==> src/sv/error_function_approx_defines.svh <==
// Assertion macros shared by the error function block
`ifndef ERROR_FUNCTION_APPROX_DEFINES_SVH
`define ERROR_FUNCTION_APPROX_DEFINES_SVH
`ifndef NO_ASSERTIONS
// Check a condition at every clock edge out of reset
`define EFA_ASSERT_ALWAYS(name, expr) \
  name: assert property (@(posedge clk) disable iff (!rst_n) (expr)) \
    else $error("error function block: check failed");
// Check that a condition implies another one on the next edge
`define EFA_ASSERT_NEXT(name, ante, cons) \
  name: assert property (@(posedge clk) disable iff (!rst_n) (ante) |=> (cons)) \
    else $error("error function block: check failed");
`else
`define EFA_ASSERT_ALWAYS(name, expr)
`define EFA_ASSERT_NEXT(name, ante, cons)
`endif
`endif

==> src/sv/erfa_pkg.sv <==
`default_nettype none

package erfa_pkg;

  localparam int IN_WIDTH_DEF  = 16;
  localparam int OUT_WIDTH_DEF = 16;

  // Unsigned Q.30 value up to one, divisor of the reciprocal, signed accumulator
  typedef logic [30:0]        q30_t;
  typedef logic [31:0]        den_t;
  typedef logic signed [32:0] acc_t;

  localparam q30_t ONE_Q30 = q30_t'(1) << 30;

  // Approximation constants in fixed point
  localparam logic [28:0] COEF_P    = 29'd351748265;    // Q.30
  localparam acc_t        COEF_A1   = 33'sd273621191;   // Q.30
  localparam acc_t        COEF_A2   = -33'sd305476044;
  localparam acc_t        COEF_A3   = 33'sd1526231383;
  localparam acc_t        COEF_A4   = -33'sd1560310108;
  localparam acc_t        COEF_A5   = 33'sd1139675401;
  localparam logic [28:0] LOG2E_Q28 = 29'd387270501;    // Q.28
  localparam logic [29:0] LN2_Q30   = 30'd744261118;    // Q.30

  // Horner steps: multiply by t, then add the next coefficient (none on the last)
  localparam int   HORNER_STEPS = 5;
  localparam acc_t COEF_ADD [1:HORNER_STEPS] = '{COEF_A4, COEF_A3, COEF_A2, COEF_A1, 33'sd0};

  // Taylor terms of exp(-r) and floor(2^32 / k) for the divide by k
  localparam int          TERMS = 14;
  localparam logic [32:0] RECIP_K [1:TERMS] = '{
    33'd4294967296, 33'd2147483648, 33'd1431655765, 33'd1073741824,
    33'd858993459,  33'd715827882,  33'd613566756,  33'd536870912,
    33'd477218588,  33'd429496729,  33'd390451572,  33'd357913941,
    33'd330382099,  33'd306783378
  };

  // exp(-x^2) is zero from this power of two on
  localparam logic [6:0] EXP_ZERO_N = 7'd40;

  // Start remainder of 2^60 / den: the dividend bits above bit 30
  localparam den_t DIV_REM_INIT = den_t'(1) << 29;

  // Stage counts
  localparam int DIV_LAT    = 31;                     // one quotient bit per stage
  localparam int HORNER_LAT = 2 * HORNER_STEPS;       // multiply, then round and add
  localparam int EXP_LAT    = 3 * TERMS + 3;          // u, r, three per term, shift
  localparam int ALIGN_LAT  = EXP_LAT - DIV_LAT - HORNER_LAT;
  localparam int FRONT_LAT  = 3;
  localparam int BACK_LAT   = 2;
  localparam int PIPE_LAT   = FRONT_LAT + EXP_LAT + BACK_LAT;

endpackage

`default_nettype wire

==> src/sv/erfa_div.sv <==
`default_nettype none

// Pipelined restoring divider: t = round(2^60 / den), one quotient bit per stage
module erfa_div
  import erfa_pkg::*;
(
  input  wire logic clk,
  input  wire logic en,
  input  wire den_t den_i,
  output q30_t      t_o
);

  den_t rem_r [DIV_LAT];
  den_t den_r [DIV_LAT];
  q30_t quo_r [DIV_LAT];

  for (genvar i = 0; i < DIV_LAT; i++) begin : g_bit
    localparam int J = DIV_LAT - 1 - i;
    den_t        rem_in;
    den_t        den_in;
    q30_t        quo_in;
    logic [32:0] cand;
    logic        ge;

    if (i == 0) begin : g_first
      assign rem_in = DIV_REM_INIT;
      assign den_in = den_i;
      assign quo_in = '0;
    end else begin : g_next
      assign rem_in = rem_r[i-1];
      assign den_in = den_r[i-1];
      assign quo_in = quo_r[i-1];
    end

    // Bring down the next dividend bit (the low dividend bits are den >> 1)
    assign cand = {rem_in, den_in[J+1]};
    assign ge   = cand >= {1'b0, den_in};

    // Subtract when it fits and set the quotient bit
    always_ff @(posedge clk) begin
      if (en) begin
        rem_r[i] <= ge ? 32'(cand - {1'b0, den_in}) : cand[31:0];
        den_r[i] <= den_in;
        quo_r[i] <= quo_in | (q30_t'(ge) << J);
      end
    end
  end

  assign t_o = quo_r[DIV_LAT-1];

endmodule

`default_nettype wire

==> config.mk <==
export PLATFORM = sky130hd
export DESIGN_NAME = erfa_div
export DESIGN_NICKNAME = d
export VERILOG_FILES = /design/src/sv/error_function_approx_defines.svh /design/src/sv/erfa_pkg.sv /design/src/sv/erfa_div.sv
export SDC_FILE = /design/constraint.sdc
export NUM_CORES = 2
export LEC_CHECK = 0
export CELL_PAD_IN_SITES_DETAIL_PLACEMENT = 1
export CELL_PAD_IN_SITES_GLOBAL_PLACEMENT = 2
export CORE_ASPECT_RATIO = 0.7
export CORE_MARGIN = 3
export CORE_UTILIZATION = 50
export CTS_BUF_LIST = sky130_fd_sc_hd__clkbuf_4 sky130_fd_sc_hd__clkbuf_8
export CTS_CLUSTER_DIAMETER = 30
export DETAILED_ROUTE_END_ITERATION = 7
export DONT_BUFFER_PORTS = 1
export MAX_ROUTING_LAYER = met4
export PLACE_DENSITY = 0.95
export SETUP_SLACK_MARGIN = 0.02
export SLEW_MARGIN = 20
export SYNTH_ARGS = -nofsm -noshare
export SYNTH_HDL_FRONTEND = slang
export SYNTH_SLANG_ARGS = --single-unit
==> constraint.sdc <==
create_clock -name clk -period 6.35 [get_ports clk]
set_input_delay 1.27 -clock clk [delete_from_list [all_inputs] [get_ports clk]]
set_output_delay 1.27 -clock clk [all_outputs]
set_load 0.05 [all_outputs]
==> flow_metrics.env <==
export IMPL_synth_adder_area_share=0.0951
export IMPL_crit_buf_inv=1
export IMPL_whs_endpoint="den_r[0][11]"
export IMPL_fin_total_pwr_mw=80.8
export IMPL_max_slew_margin=0.211
export IMPL_async_flop_share=0
export IMPL_hpwl_um=271000
export IMPL_holdBufCountCts=0
export IMPL_ys_warn_count=0
export IMPL_drv_cap=0
export IMPL_hold_path_class="in2reg"
export IMPL_insertion_delay_ps=1070
export IMPL_rr_startpoint="den_r[5][65]"
export IMPL_cp_required_ps=7120
export IMPL_rsz0062_at_grt="false"
export IMPL_root_buffer="clkbuf_8"
export IMPL_die_h_um=437
export IMPL_synthTopCellsByCount="2,416 x edfxtp_1, 1,183 x inv_1, 964 x nand2_1"
export IMPL_dr_pass1_iters=6
export IMPL_gp_congestion=0.942
export IMPL_synthXorXnorAreaFrac=0.0543
export IMPL_syn_inst=11627
export IMPL_outcome="finished clean"
export IMPL_wl_per_cell_um=23.2
export IMPL_synthTopCellsByArea="edfxtp_1 55%, ha_1 9.1%, a21oi_1 3.5%"
export IMPL_grt_first_pass_wirelength_um=565000
export IMPL_cts_resized_gates=0
export IMPL_ys_types=95
export IMPL_antenna_found_initial=9
export IMPL_synth_top_cell_by_area="edfxtp_1"
export IMPL_dieArea_sq_um=272000
export IMPL_drive_above_1_share=0.0987
export IMPL_grt_pass1_vias=95941
export IMPL_dp_slack_ps=550
export IMPL_min_delay_start="den_i[11]"
export IMPL_grt_overflow=0
export IMPL_max_stage_delay_ps=870
export IMPL_crit_arrival_ps=5610
export IMPL_io_pins=65
export IMPL_cts_path_max_buffers=4
export IMPL_drc=0
export IMPL_whs_path_depth=0
export IMPL_avgSynthCellArea_sq_um=11.4
export IMPL_synth_edff_count=2416
export IMPL_area_growth_pct=10.8
export IMPL_r2r_worst_path_cells=12
export IMPL_max_freq_mhz=207
export IMPL_rows=157
export IMPL_whs_ps=343
export IMPL_vdd_drop_max_mv=0.257
export IMPL_worst_setup_path_end_kind="flop"
export IMPL_fin_crit_ps=4840
export IMPL_critPathSlowestCell="o21a_2"
export IMPL_period_share=0.762
export IMPL_synthMuxAreaShare=0.0273
export IMPL_crit_path_max_fanout=49
export IMPL_met3_usage=0.0328
export IMPL_cts_inserted_buffers=459
export IMPL_ys_flop_type="edfxtp_1"
export IMPL_finalNonFillerCells=15741
export IMPL_synthSimpleGateAreaFrac=0.0859
export IMPL_powerDensity_nw_per_um2=549
export IMPL_wl_um=365000
export IMPL_fin_ws_ps=1510
export IMPL_hold_viol_final=0
export IMPL_yosys_cell_count_top_type="edfxtp_1"
export IMPL_portBuffers=0
export IMPL_synth_top_family_by_area="compound AO/OA/AOI/OAI gates"
export IMPL_cts_tree="yes"
export IMPL_worst_r2r_setup_slack_ps=1510
export IMPL_die_w_um=622
export IMPL_drtAntennaViolNets=0
export IMPL_yosysTopAreaCellShare=0.547
export IMPL_critical_path_class="reg2reg"
export IMPL_cts_setup_buffers=0
export IMPL_num_vias=92327
export IMPL_htree_levels=5
export IMPL_synth_area_sq_um=133000
export IMPL_slew_violations=0
export IMPL_core_area_sq_um=263000
export IMPL_dp_cells=14888
export IMPL_synth_nets=12652
export IMPL_setup_viol=0
export IMPL_ys_seq_area_frac=0.547
export IMPL_top_usage_layer="met2"
export IMPL_crit_family="compound AO/OA/AOI/OAI gates"
export IMPL_use_met1=0.376
export IMPL_grt_max_degree=254
export IMPL_cp_common_cell="o31a_1"
export IMPL_drt_initial_drc_count=7877
export IMPL_p_leak_nw=60.1
export IMPL_worstReg2RegEnd="rem_r[1][227]"
export IMPL_finalSetupTns_ps=0
export IMPL_fin_nets=12883
export IMPL_via_per_inst=5.87
export IMPL_worstPathCellList="inv_1 > ha_1 > nor2b_1 > o31a_1 > o31a_1 > o2111ai_1 > a32oi_1 > a31oi_1 > o211ai_1 > a221oi_1 > o21a_2 > mux2_2"
export IMPL_worstMarginPinSlew_ps=1180
export IMPL_use_met2=0.425
export IMPL_crit_path_start="den_r[5][65]"
export IMPL_path_clk_slew_ps=60
export IMPL_cts_sinks=2416
export IMPL_start_util=0.505
export IMPL_finClkSkew_ps=76.9
export IMPL_startpoint_type="flop"
export IMPL_synth_compound_area_frac=0.148
export IMPL_grtUsageTotal=0.271
export IMPL_yosys_register_bits=2416
==> state kept, by name, indices dropped and copies added, names as in the netlist <==
name	cells
den_r	960
quo_r	496
rem_r	960
==> logic make-up after synthesis <==
kind of cell / Yosys count
mux: 319
flops: 2416
fa+ha+maj: 991
simple gates: 2448
compound gates: 3164
buf+inv: 1467
xor+xnor: 822
==> where the power goes <==
| group | switching (mW) | internal, mW | leakage [nW] | total, mW |
|---|---|---|---|---|
| logic | 21.9 | 15.0 | 31.4 | 36.9 |
| clock network | 7.21 | 9.63 | 5.06 | 16.8 |
| registers | 3.13 | 23.9 | 23.7 | 27.0 |
==> worst max path at each step <==
stage	end	slack (ps)	depth (start not counted)
after floorplan	rem_r[0][31]	2420	9
after global placement	quo_r[1][455]	910	4
after detailed placement	quo_r[1][458]	550	5
after CTS	rem_r[1][268]	1570	11
after global routing	rem_r[0][217]	1290	13
final	rem_r[1][227]	1510	12
==> worst register-to-register path: stages, from the launching register on <==
cell and delay [ps]:
edfxtp_1 450, inv_1 100, ha_1 240, nor2b_1 150
o31a_1 280, o31a_1 330, o2111ai_1 410, a32oi_1 280
a31oi_1 370, o211ai_1 210, a221oi_1 440, o21a_2 870
mux2_2 470
==> area by class of cell <==
type	instances	area, sq um
Fill cell	27302	116000
Sequential cell	2416	72500
Multi-Input combinational cell	7744	54700
Clock buffer	545	6990
Inverter	1185	4450
Tap cell	3498	4380
Clock inverter	298	3110
Timing Repair Buffer	52	836
Antenna cell	3	7.51
==> cells in the final DEF, fill, tap and decap left out, drive strengths merged, types with 52 or more instances in the layout <==
cell and instances:
and3 87, nand3 193, o21bai 127, mux2 288, edfxtp 2416, nand2 964
a21o 506, o21ai 886, inv 1205, clkinv 167, nor2 518, o21a 124
buf 52, clkinvlp 57, clkbuf 545, xor2 360, xnor2 462, nor2b 120
bufinv 54, o31ai 75, nand4 149, nor3 115, a21oi 917, nand2b 111
a31oi 104, ha 962
==> per-stage QoR <==
step,instance area [sq um],util
finish,147000,0.559
global route,147000,0.559
CTS,147000,0.558
detailed placement,137000,0.520
global placement,137000,0.520
floorplan,133000,-
==> metal layers <==
layer,part of all wire,wire [um]
met1,0.46,168000
met2,0.46,169000
met4,0.024,8750
met3,0.053,19200
met5,0,0
Note: power is estimated with default switching activity, not from simulation.
